<file path="config.mk">
export PLATFORM = sky130hd
export DESIGN_NAME = rrac_ctrl
export DESIGN_NICKNAME = d
export VERILOG_FILES = /design/src/rrac_pkg.sv /design/src/rrac_ctrl.sv
export SDC_FILE = /design/constraint.sdc
export NUM_CORES = 1
export LEC_CHECK = 0
export BUFFER_PORTS_ARGS = -buffer_cell sky130_fd_sc_hd__buf_2
export CAP_MARGIN = 0
export CORE_AREA = 2 2 39 41
export CTS_CLUSTER_DIAMETER = 120
export DETAILED_ROUTE_END_ITERATION = 8
export DIE_AREA = 0 0 41 43
export PLACE_DENSITY = 0.72
export SYNTH_ARGS = -nofsm -noshare
export SYNTH_HDL_FRONTEND = slang
export SYNTH_SLANG_ARGS = --single-unit
</file>
<file path="constraint.sdc">
create_clock -name aclk -period 1.73 [get_ports aclk]
set_input_delay 0.0865 -clock aclk [delete_from_list [all_inputs] [get_ports aclk]]
set_output_delay 0.0865 -clock aclk [all_outputs]
set_load 0.03 [all_outputs]
</file>
<file path="src/rrac_pkg.sv">
`timescale 1ns / 1ps
// Shared types, field widths and request codes for the range array block.
package rrac_pkg;

    localparam int POS_W  = 13;
    localparam int VAL_W  = 31;
    localparam int KIND_W = 2;
    localparam int CNT_W  = 13;

    localparam logic [KIND_W-1:0] KIND_LOAD    = 2'd0;
    localparam logic [KIND_W-1:0] KIND_COUNT   = 2'd1;
    localparam logic [KIND_W-1:0] KIND_ASSIGN  = 2'd2;
    localparam logic [KIND_W-1:0] KIND_REVERSE = 2'd3;

    localparam logic [POS_W-1:0] LEN_RESET = 13'd4096;
    localparam logic [POS_W-1:0] POS_MAX   = 13'd8191;

    localparam logic [1:0] WSRC_VALUE = 2'd0;
    localparam logic [1:0] WSRC_HOLD  = 2'd1;
    localparam logic [1:0] WSRC_RDATA = 2'd2;

    typedef struct packed {
        logic       capture;
        logic       rd_en;
        logic       rd_sel_j;
        logic       wr_en;
        logic       wr_sel_j;
        logic [1:0] wr_src;
        logic       inc_i;
        logic       dec_j;
        logic       hold_cap;
        logic       cnt_rd;
        logic       out_push;
    } rrac_cmd_t;

    typedef struct packed {
        logic [KIND_W-1:0] kind;
        logic              empty;
        logic              load_ok;
        logic              i_lt_j;
        logic              i_eq_j;
        logic              out_free;
    } rrac_stat_t;

endpackage

</file>
<file path="src/rrac_ctrl.sv">
`timescale 1ns / 1ps
// Controller: sequences load, count, assign and reverse walks over the element RAM.
module rrac_ctrl (
    input  logic                 aclk,
    input  logic                 aresetn,
    input  logic                 s_valid,
    output logic                 s_ready,
    input  rrac_pkg::rrac_stat_t stat,
    output rrac_pkg::rrac_cmd_t  cmd
);
    import rrac_pkg::*;

    localparam logic [3:0] ST_IDLE    = 4'd0;
    localparam logic [3:0] ST_DECODE  = 4'd1;
    localparam logic [3:0] ST_CNT_RD  = 4'd2;
    localparam logic [3:0] ST_CNT_END = 4'd3;
    localparam logic [3:0] ST_RESULT  = 4'd4;
    localparam logic [3:0] ST_ASN_WR  = 4'd5;
    localparam logic [3:0] ST_REV_RDI = 4'd6;
    localparam logic [3:0] ST_REV_RDJ = 4'd7;
    localparam logic [3:0] ST_REV_WRJ = 4'd8;
    localparam logic [3:0] ST_REV_WRI = 4'd9;

    logic [3:0] state_reg, state_next;

    always_comb begin
        state_next = state_reg;
        cmd        = '0;
        s_ready    = 1'b0;
        unique case (state_reg)
            ST_IDLE: begin
                s_ready = 1'b1;
                if (s_valid) begin
                    cmd.capture = 1'b1;
                    state_next  = ST_DECODE;
                end
            end
            ST_DECODE: begin
                unique case (stat.kind)
                    KIND_LOAD: begin
                        cmd.wr_en  = stat.load_ok;
                        cmd.wr_src = WSRC_VALUE;
                        state_next = ST_IDLE;
                    end
                    KIND_COUNT:  state_next = stat.empty ? ST_RESULT : ST_CNT_RD;
                    KIND_ASSIGN: state_next = stat.empty ? ST_IDLE : ST_ASN_WR;
                    KIND_REVERSE: state_next = stat.empty ? ST_IDLE : ST_REV_RDI;
                    default:     state_next = ST_IDLE;
                endcase
            end
            ST_CNT_RD: begin
                cmd.rd_en  = 1'b1;
                cmd.cnt_rd = 1'b1;
                cmd.inc_i  = 1'b1;
                if (stat.i_eq_j) begin
                    state_next = ST_CNT_END;
                end
            end
            ST_CNT_END: begin
                state_next = ST_RESULT;
            end
            ST_RESULT: begin
                if (stat.out_free) begin
                    cmd.out_push = 1'b1;
                    state_next   = ST_IDLE;
                end
            end
            ST_ASN_WR: begin
                cmd.wr_en  = 1'b1;
                cmd.wr_src = WSRC_VALUE;
                cmd.inc_i  = 1'b1;
                if (stat.i_eq_j) begin
                    state_next = ST_IDLE;
                end
            end
            ST_REV_RDI: begin
                if (stat.i_lt_j) begin
                    cmd.rd_en  = 1'b1;
                    state_next = ST_REV_RDJ;
                end else begin
                    state_next = ST_IDLE;
                end
            end
            ST_REV_RDJ: begin
                cmd.rd_en    = 1'b1;
                cmd.rd_sel_j = 1'b1;
                cmd.hold_cap = 1'b1;
                state_next   = ST_REV_WRJ;
            end
            ST_REV_WRJ: begin
                cmd.wr_en    = 1'b1;
                cmd.wr_sel_j = 1'b1;
                cmd.wr_src   = WSRC_HOLD;
                state_next   = ST_REV_WRI;
            end
            ST_REV_WRI: begin
                cmd.wr_en  = 1'b1;
                cmd.wr_src = WSRC_RDATA;
                cmd.inc_i  = 1'b1;
                cmd.dec_j  = 1'b1;
                state_next = ST_REV_RDI;
            end
            default: begin
                state_next = ST_IDLE;
            end
        endcase
    end

    always_ff @(posedge aclk) begin
        if (!aresetn) begin
            state_reg <= ST_IDLE;
        end else begin
            state_reg <= state_next;
        end
    end

endmodule

</file>
# [Yosys cells after proc, flatten, opt, wreduce, memory -nomap -nowiden]
# Cells that the tools add are included.
[op_classes] addsub=0 mul=0 div=0 order_cmp=0 n_eq_ne=16 shift=0 muxes=25 bitwise=0 n_reduce_logical=6
[op_table] operator="$pmux 4 s10" count=1
[op_table] operator="$eq 4x3->1 const B" count=4
[op_table] operator="$mux 4" count=4
[op_table] operator="$pmux 4 s4" count=1
[op_table] operator="$mux 1" count=12
[op_table] operator="$mux 3" count=4
[op_table] operator="$eq 4x2->1 const B" count=2
[op_table] operator="$eq 4x4->1 const B" count=2
[op_table] operator="$ne 2x2->1 const B" count=4
[op_table] operator="$reduce_or 3->1" count=2
[op_table] operator="$eq 2x2->1 const B" count=2
[op_table] operator="$eq 4x1->1 const B" count=1
[op_table] operator="$logic_not 4->1" count=1
[op_table] operator="$pmux 1 s2" count=2
[op_table] operator="$pmux 2 s2" count=1
[op_table] operator="$reduce_and 4->1" count=1
[op_table] operator="$eq 2x1->1 const B" count=1
[op_table] operator="$logic_not 2->1" count=1
[op_table] operator="$reduce_or 2->1" count=1
[totals] register_bits=4 latchBits=0 ram_bits=0 mem_bits_ro=0 in_bits=10 out_inout_bits=13 wordCells=48 mem_count=0

# [Longest topological paths before layout]
# Gate-level depths: netlist of run 1.
[logic_depth] depth_word=3 mapped_depth=5 mapped_depth_nobuf=4

# [Worst setup path after synthesis of run 1]
# Ideal clock, no wire load.
[synth_timing] kind="register -> output" from="register state_reg[2]" to="output port cmd[11] (netlist bit)" t_arrival_ns=1.973 t_required_ns=1.643 path_slack_ns=-0.330 stages_incl_launch_ff=4 cell_sequence="dfxtp_1 -> buf_2 -> nor4_1 -> and2_1"
[synth_rtl] element="start: declaration" line_no="rrac_ctrl.sv:24" source="logic [3:0] state_reg, state_next;"
[synth_rtl] element="start signal: assignment" line_no="rrac_ctrl.sv:113" source="state_reg <= state_next;"
[synth_rtl] element="end: declaration" line_no="rrac_ctrl.sv:9" source="output rrac_pkg::rrac_cmd_t cmd"

==> reports/metrics.yaml, run 1 <==
outcome: "complete, no violations"
skew_ps: 1.46
rsz0062_at_grt: "no"
hold-worst-slack_ps: 129
min_path_type: "in2reg"
htreeDepth: 1
yosys_register_bits: 4
syn_area_per_cell_um2: 7.10
crit_required_ps: 1640
cts-root-buf: "clkbuf_4"
largest_reg_flops: 4
place_hpwl_um: 918
yosysWarnings: 0
power_mw: 0.376
yosysSeqAreaShare_pct: 18.5
cts_tree: "done"
cp_data_arrival_time_ps: 1460
dr.pass1.iters: 4
worstPathMaxFanout: 7
synth_top_area_cell: "dfxtp_1"
max_slew_margin_pct: 77.3
grt_pass1_wl_um: 1860
syn-num-nets: 71
synthToLayoutAreaGrowth_pct: 36.4
cap_violations: 0
tns_ps: 0
vias_per_cell: 5.30
reg2reg_from: "state_reg[1]$_SDFFE_PN0P_"
hold_viol_final: 0
p_leak_nw: 0.290
drtIter0Drc: 14
period_share_pct: 89.5
numCtsBuffers: 3
max_slew.worst_pin.slew_ps: 336
vias: 530
p_per_area_mw_per_mm2: 636
overflow: 0
final_common_cell: "buf_2"
num_antenna_cells: 0
max_freq_mhz: 646
r2r.worst_path.cells: 5
worstSkewPairLatency_ps: 230
cp-startpoint: "state_reg[1]$_SDFFE_PN0P_"
initial_core_util_pct: 31.3
critical_path_class: "reg2out"
slew_violations: 0
synthDistinctLibCells: 30
drtAntennaViolNets: 0
period_needed_ps: 1550
ios: 23
syn_inst: 61
cp_slowest_cell: "dfxtp_1"
die_width_um: 41
nets: 96
r2r_setup_slack_ps: 320
gp_congestion: 0.827
critical-path-top-delay-family: "flip-flops"
grt_max_degree: 12
die_h_um: 43
path_buf_inv: 2
syn_area_um2: 433
crit_cells: 4
drive_gt1_share_pct: 40.5
cts.clk_slew.worst_paths_ps: 40
critPathCaptureType: "output port"
grt_pass1_vias: 429
post_cts_buffers: 0
reg2reg_to: "state_reg[0]$_SDFFE_PN0P_"
wl_um: 1160
drt-wirelength-per-cell_um: 11.6
rows: 14
route.detailed.drc: 0
irDropWorstVdd_mv: 0.281
cts_resized: 0
cts_buffer_depth: 2
antenna_found_initial: 0
netlist.area_leader.share_pct: 18.5
worst_path_largest_cell_delay_ps: 440
crit_chain: "inv_1 > nor4_2 > a31o_2 > buf_2"
cts-hold-fix-buffers: 0
synth_area_leaders: "dfxtp_1 18%, a21oi_1 5.8%, buf_4 5.2%"
crit_end: "cmd[4]"
grt.total_usage_pct: 14.7
start_kind: "flip-flop"
cts_sinks: 4
die_area_mm2: 0.00176
setup_viol: 0
fp.coreArea_mm2: 0.00138
final_cell_mix: "22 x buf_2, 5 x nand2_1, 5 x nor2_1, 5 x a21oi_1"
io_buffers: 22
-- worst min path at each step --
stage                 start                   endpoint  slack [ps]  cells after the start
detailed placement  aresetn  state_reg[3]$_SDFFE_PN0P_         350                      2
global route        aresetn  state_reg[3]$_SDFFE_PN0P_         140                      2
CTS                 aresetn  state_reg[1]$_SDFFE_PN0P_         130                      2
global placement    aresetn  state_reg[3]$_SDFFE_PN0P_         350                      2
finish              aresetn  state_reg[1]$_SDFFE_PN0P_         130                      2
floorplan           aresetn  state_reg[3]$_SDFFE_PN0P_         200                      1
-- metrics by stage --
stage | util, % | area [um^2] | instances | worst slack (ps)
floorplan | - | 445 | 61 | 43.9
global placement | 41.0 | 568 | 97 | 404
detailed placement | 41.0 | 568 | 97 | 347
CTS | 42.7 | 591 | 100 | 171
global route | 42.7 | 591 | 100 | 50.8
finish | 42.7 | 591 | 100 | 182
-- cell type report --
| cell class | count | area (um^2) |
|---|---|---|
| fill | 159 | 793 |
| sequential | 4 | 80.1 |
| clock buffer | 3 | 22.5 |
| inverter | 3 | 11.3 |
| tap | 16 | 20.0 |
| multi-input combinational | 48 | 317 |
| timing repair buffer | 26 | 140 |
-- per-layer routing --
| metal | up-vias | wire [um] | GRT usage (%) |
|---|---|---|---|
| met2 | 26 | 530 | 22.2 |
| met1 | 236 | 531 | 21.2 |
| li1 | 268 | - | - |
| met5 | - | 0 | 0 |
| met4 | 0 | 0 | 2.00 |
| met3 | 0 | 101 | 3.14 |
-- cell families after synthesis --
family | Yosys count | share of synthesized area [%]
simple gates | 32 | 43.9
compound gates | 13 | 19.4
buf+inv | 9 | 11.3
flops | 4 | 18.5
mux | 2 | 4.91
xor+xnor | 1 | 2.02
-- cell usage after synthesis --
library cell and instances:
or3b_1 1, nor4_1 3, a211oi_1 1, mux2i_1 1, nand3_1 3, o21ai_0 1, a31o_2 1, nand2b_1 2
a21oi_1 5, buf_2 3, o32ai_1 1, xor2_1 1, inv_1 3, nand3b_1 2, dfxtp_1 4, nor2_1 5
and2_1 2, nor2b_1 1, and3_1 3, o211ai_1 1, and3b_1 1, nand2_1 5, o21a_1 1, o22ai_1 1
nor3b_1 1, a21boi_1 1, mux2_2 1, buf_4 3, nor4b_1 2, nor2_4 1
-- power by group --
part	internal [mW]	leakage, nW	switching (mW)
clock	0.0774	0.0138	0.0349
sequential	0.0994	0.0326	0.0125
combinational	0.0619	0.244	0.0894
total	0.239	0.290	0.137
-- worst register-to-register path: cells and delay by family, from the launching register on --
family          cells  cell delay, ps
simple gates        2             480
flops               1             360
compound gates      2             310
buf+inv             1             190
No activity file was read; power rests on OpenSTA's default activity.
==> run 2: changes to the inputs <==
- clock period: 1.73 -> 1.9 ns (I/O delays scaled with it)
==> run 2 against run 1 <==
Combinational power fell by 23%. Power fell by 11%. Via count fell by 5.8%. Sequential cell count did not move. Sequential share of layout area rose by 0.73 points. Critical path depth did not move. Clock-buffer cell count did not move. Wire length fell by 4.8%. Critical path type unchanged. Critical endpoint unchanged. Largest cell class unchanged.
==> reports/metrics.yaml, run 2 (same netlist as run 1, synthesis figures left out) <==
outcome: "complete, no violations"
cts.clk_slew.worst_paths_ps: 40  # about the same
cts-hold-fix-buffers: 0  # unchanged
gp_congestion: 0.854  # +3.3%
setup_viol: 0  # unchanged
max_freq_mhz: 558
place_hpwl_um: 815  # -11%
post_cts_buffers: 0  # unchanged
nets: 92  # -4.2%
rsz0062_at_grt: "no"
die_h_um: 43  # unchanged
grt_max_degree: 16  # +4
drtAntennaViolNets: 0  # unchanged
synthToLayoutAreaGrowth_pct: 29.5
wl_um: 1110  # -4.8%
p_per_area_mw_per_mm2: 598  # -6.0%
die_width_um: 41  # unchanged
clockPowerShare_pct: 31.1  # +1.2 points
dp_slack_ps: 343  # -4.36 ps
num_antenna_cells: 0  # unchanged
period_needed_ps: 1790
vias: 499  # -5.8%
route.detailed.drc: 0  # unchanged
final_cell_mix: "22 x buf_2, 5 x nand2_1, 5 x nor2_1, 5 x a21oi_1, 4 x dfxtp_1"
tns_ps: 0  # unchanged
max_slew.worst_pin.slew_ps: 526  # +190 ps
vias_per_cell: 5.20  # -1.9%
crit_required_ps: 1800  # +160 ps
holdPathEnd: "state_reg[3]$_SDFFE_PN0P_"
p_comb_share_pct: 34.9  # -5.4 points
worstPathMaxFanout: 11  # +4
hold_path_depth: 2  # unchanged
skew_ps: 5.39  # +3.92 ps
cts_buffer_depth: 2  # unchanged
grt_pass1_vias: 369  # -14%
cts_resized: 0  # unchanged
slew_violations: 0  # unchanged
dp_cells: 93  # -4.1%
drtIter0Drc: 10  # -4
reg2reg_from: "state_reg[0]$_SDFFE_PN0P_"
seqPwrFrac_pct: 34.1  # +4.3 points
ios: 23  # unchanged
p_leak_nw: 0.269  # -7.4%
rows: 14  # unchanged
irDropWorstVdd_mv: 0.343  # +22%
worstHoldStart: "aresetn"
initial_core_util_pct: 31.3  # unchanged
max_slew_margin_pct: 64.9  # -12 points
reg2reg_to: "state_reg[2]$_SDFFE_PN0P_"
worstSkewPairLatency_ps: 230  # about the same
final_cells: 96  # -4.0%
grt_pass1_wl_um: 1640  # -12%
cts_tree: "done"
r2r.worst_path.cells: 4  # -1
cts_sinks: 4  # unchanged
drive_gt1_share_pct: 37.5  # -3.0 points
hold_viol_final: 0  # unchanged
period_share_pct: 94.3
start_kind: "flip-flop"
htreeDepth: 1  # unchanged
cts-root-buf: "clkbuf_4"
drt-wirelength-per-cell_um: 11.5  # -0.85%
critPathCaptureType: "output port"
final_util_pct: 40.5  # -2.2 points
p_sw_mw: 0.125  # -9.0%
critical_path_class: "reg2out"
p_int_mw: 0.210  # -12%
cap_violations: 0  # unchanged
dr.pass1.iters: 4  # unchanged
final_common_cell: "buf_2"
setup_ws_ps: 109  # -73.3 ps
overflow: 0  # unchanged
antenna_found_initial: 0  # unchanged
r2r_setup_slack_ps: 320  # about the same
numCtsBuffers: 3  # unchanged
largest_reg_flops: 4  # unchanged
io_buffers: 22  # unchanged
p_sw_share_pct: 37.2  # +0.75 points
min_path_type: "in2reg"
cp_data_arrival_time_ps: 1700  # +240 ps
fp.coreArea_mm2: 0.00138  # unchanged
die_area_mm2: 0.00176  # unchanged
grt.total_usage_pct: 13.0  # -1.7 points
[run 2: cell count changes in the layout (fill, tap and decap cells not counted)]
cell and delta:
buf_4 -4
[run 2: cell type report]
cell class                      count  area (um^2)
Clock buffer                        3         22.5
Sequential cell                     4         80.1
Timing Repair Buffer               22          110
Inverter                            3         11.3
Tap cell                           16         20.0
Multi-Input combinational cell     48          317
Fill cell                         151          823
[run 2: worst max-delay path by stage]
stage                           endpoint  cells after the start                 startpoint
2_1_floorplan                    cmd[11]                      3  state_reg[2]$_SDFFE_PN0P_
3_3_place_gp   state_reg[2]$_SDFFE_PN0P_                      4  state_reg[0]$_SDFFE_PN0P_
3_5_place_dp   state_reg[2]$_SDFFE_PN0P_                      4  state_reg[0]$_SDFFE_PN0P_
4_1_cts                           cmd[4]                      4  state_reg[1]$_SDFFE_PN0P_
5_1_grt                           cmd[4]                      4  state_reg[1]$_SDFFE_PN0P_
6_report                          cmd[4]                      4  state_reg[1]$_SDFFE_PN0P_
[run 2: layer usage]
layer / up-vias / share of wire, % / global-route usage (%)
li1: 258 / - / -
met1: 221 / 51 / 20.3
met2: 20 / 41 / 17.8
met3: 0 / 7.7 / 3.14
met4: 0 / 0 / 2.00
met5: - / 0 / 0
[run 2: per-stage QoR]
step           area [um^2]  power [mW]  hold slack (ps)
6_report               561       0.335              131
4_1_cts                561       0.339              126
3_3_place_gp           538       0.229              362
3_5_place_dp           538       0.231              364
5_1_grt                561       0.355              140
2_1_floorplan          445       0.199              213
[run 2: worst max-delay path: stages, from the launching register on]
cell     delay, ps
dfxtp_1        590
inv_1          190
nor4_2         350
a31o_2         150
buf_2          180
[run 2: power groups by stage]
stage	Sequential, mW	Clock [mW]	Combinational, mW
floorplan	0.0979	0	0.101
global placement	0.114	0	0.115
detailed placement	0.115	0	0.116
CTS	0.113	0.108	0.117
global route	0.116	0.110	0.129
finish	0.114	0.104	0.117
==> run 3: changes to the inputs <==
- ABC_AREA: not set -> 1
==> run 3 against run 2 <==
Sequential cell count unchanged. Cell area is 0.45% lower. Clock skew down 4.3 ps. Synthesized cell count up 30%. Global-route usage increased by 0.30 points. Power decreased by 0.40%. Critical path type unchanged.
==> reports/metrics.yaml, run 3 <==
cap_violations: 0  # unchanged
synth_top_area_cell: "dfxtp_1"
final_cells: 117  # +22%
dp_slack_ps: 571  # +228 ps
synth_area_leaders: "dfxtp_1 19%, nand2_1 15%, nor2_1 13%"
crit_required_ps: 1800  # about the same
die_width_um: 41  # unchanged
antenna_found_initial: 0  # unchanged
largest_reg_flops: 4  # unchanged
rsz0062_at_grt: "no"
multiInputGateArea_um2: 269  # -15%
final_common_cell: "buf_2"
irDropWorstVdd_mv: 0.229  # -33%
place_hpwl_um: 875  # +7.4%
power_mw: 0.334  # -0.40%
start_kind: "flip-flop"
async_reset_ff_share_pct: 0  # unchanged
cts-root-buf: "clkbuf_4"
vias: 511  # +2.4%
skew_ps: 1.09  # -4.30 ps
vias_per_cell: 4.37  # -16%
syn_area_per_cell_um2: 5.46  # -23%
cts_sinks: 4  # unchanged
worstPathMaxFanout: 5  # -6
dp_cells: 114  # +23%
cts_tree: "done"
synthTopCellsByCount: "17 x nand2_1, 15 x nor2_1, 13 x inv_1"
dr.pass1.iters: 3  # -1
fill_cells: 152  # +0.66%
seqCellArea_um2: 80.1  # unchanged
path_common_cell: "inv_1"
worstSkewPairLatency_ps: 240  # about the same
dpl_cell_area_um2: 536  # -0.47%
setup_viol: 0  # unchanged
cts-hold-fix-buffers: 0  # unchanged
cts_buffer_depth: 2  # unchanged
overflow: 0  # unchanged
r2r.worst_path.cells: 8  # +4
setup_ws_ps: 329  # +220 ps
hold_path_depth: 3  # +1
p_per_area_mw_per_mm2: 598  # about the same
max_slew.worst_pin.slew_ps: 314  # -212 ps
die_area_mm2: 0.00176  # unchanged
slew_violations: 0  # unchanged
p_leak_nw: 0.349  # +30%
synthDistinctLibCells: 15  # -50%
numCtsBuffers: 3  # unchanged
muxShareOfSynthArea_pct: 0  # -4.9 points
max_slew_margin_pct: 79.0  # +14 points
synthSimpleGateAreaFrac_pct: 56.5  # +13 points
synth_top_family_by_area: "simple AND/OR/NAND/NOR gates"
drt-wirelength-per-cell_um: 8.57  # -26%
final_util_pct: 40.3  # -0.18 points
tns_ps: 0  # unchanged
htreeDepth: 1  # unchanged
min_path_type: "in2reg"
rows: 14  # unchanged
yosys_register_bits: 4  # unchanged
grt_pass1_vias: 423  # +15%
syn_area_um2: 432  # -0.29%
period_share_pct: 82.7  # -12 points
critPathCaptureType: "output port"
synth-compound-area-share_pct: 5.80  # -14 points
syn-num-nets: 89  # +25%
fp.coreArea_mm2: 0.00138  # unchanged
die_h_um: 43  # unchanged
route.detailed.drc: 0  # unchanged
io_buffers: 22  # unchanged
ys.flop_type: "dfxtp_1"
ios: 23  # unchanged
yosys.cell_count.top_type: "nand2_1"
outcome: "complete, no violations"
synthXorXnorAreaFrac_pct: 0  # -2.0 points
hold_viol_final: 0  # unchanged
initial_core_util_pct: 31.2  # -0.090 points
max_freq_mhz: 636  # +14%
wl_um: 1000  # -9.4%
drtIter0Drc: 4  # -6
grt_pass1_wl_um: 1540  # -6.3%
period_needed_ps: 1570  # -220 ps
syn_inst: 79  # +30%
design_area_um2: 558  # -0.45%
grt.total_usage_pct: 13.3  # +0.30 points
cp_slowest_cell: "dfxtp_1"
yosysWarnings: 0  # unchanged
hold-worst-slack_ps: 118  # -12.2 ps
critical_path_class: "reg2out"
drtAntennaViolNets: 0  # unchanged
drive_gt1_share_pct: 33.7  # -3.8 points
synthToLayoutAreaGrowth_pct: 29.3
cts.clk_slew.worst_paths_ps: 40  # about the same
worst_path_largest_cell_delay_ps: 390  # -200 ps
grt_max_degree: 9  # -7
gp_congestion: 0.821  # -3.9%
netlist.area_leader.share_pct: 18.6  # +0.054 points
cts_resized: 0  # unchanged
yosysSeqAreaShare_pct: 18.6  # +0.054 points
cp_data_arrival_time_ps: 1480  # -220 ps
crit_chain: "inv_1 > nor2_4 > inv_1 > nor3_2 > nor2_1 > nand2_1 > buf_2"
post_cts_buffers: 0  # unchanged
final_cell_mix: "22 x buf_2, 17 x nand2_1, 15 x nor2_1"
num_antenna_cells: 0  # unchanged
nets: 113  # +23%
synth_edf_count: 0  # unchanged
synthAdderAreaFrac_pct: 0  # unchanged
-- run 3: critical path, delay by kind of cell (launching register included) --
kind	cells	cell delay, ps
buf+inv	3	370
flops	1	390
simple gates	4	480
-- run 3: per-layer routing --
metal  share of wire [%]  track usage [%]  wire length [um]
met5                   0                0                 0
met4                 1.8             8.00                18
met1                  44             14.1               441
met3                 7.1             4.71                71
met2                  47             20.9               471
-- run 3: cell type report --
class	count	share of cell area [%]
Sequential cell	4	14.3
Inverter	15	10.1
Timing Repair Buffer	22	19.7
Clock buffer	3	4.04
Tap cell	16	3.59
Multi-Input combinational cell	57	48.2
-- run 3: cell families after synthesis --
kind of cell           count (synthesis)
and+or+nand+nor                       52
buffers and inverters                 18
AOI/OAI and AO/OA                      5
DFF                                    4
-- run 3: power by group --
group          leakage (nW)  switching, mW  internal (mW)
Clock                0.0138         0.0355         0.0707
Sequential           0.0326         0.0124         0.0904
Combinational         0.303         0.0831         0.0415
-- run 3: final timing paths --
kind | from | end | slack [ps]
worst max-delay path | state_reg[2]$_SDFFE_PN0P_ | cmd[10] | 330
worst min-delay path | aresetn | state_reg[3]$_SDFFE_PN0P_ | 120
worst max register to register | state_reg[0]$_SDFFE_PN0P_ | state_reg[2]$_SDFFE_PN0P_ | 660
worst min register to register | state_reg[2]$_SDFFE_PN0P_ | state_reg[2]$_SDFFE_PN0P_ | 520
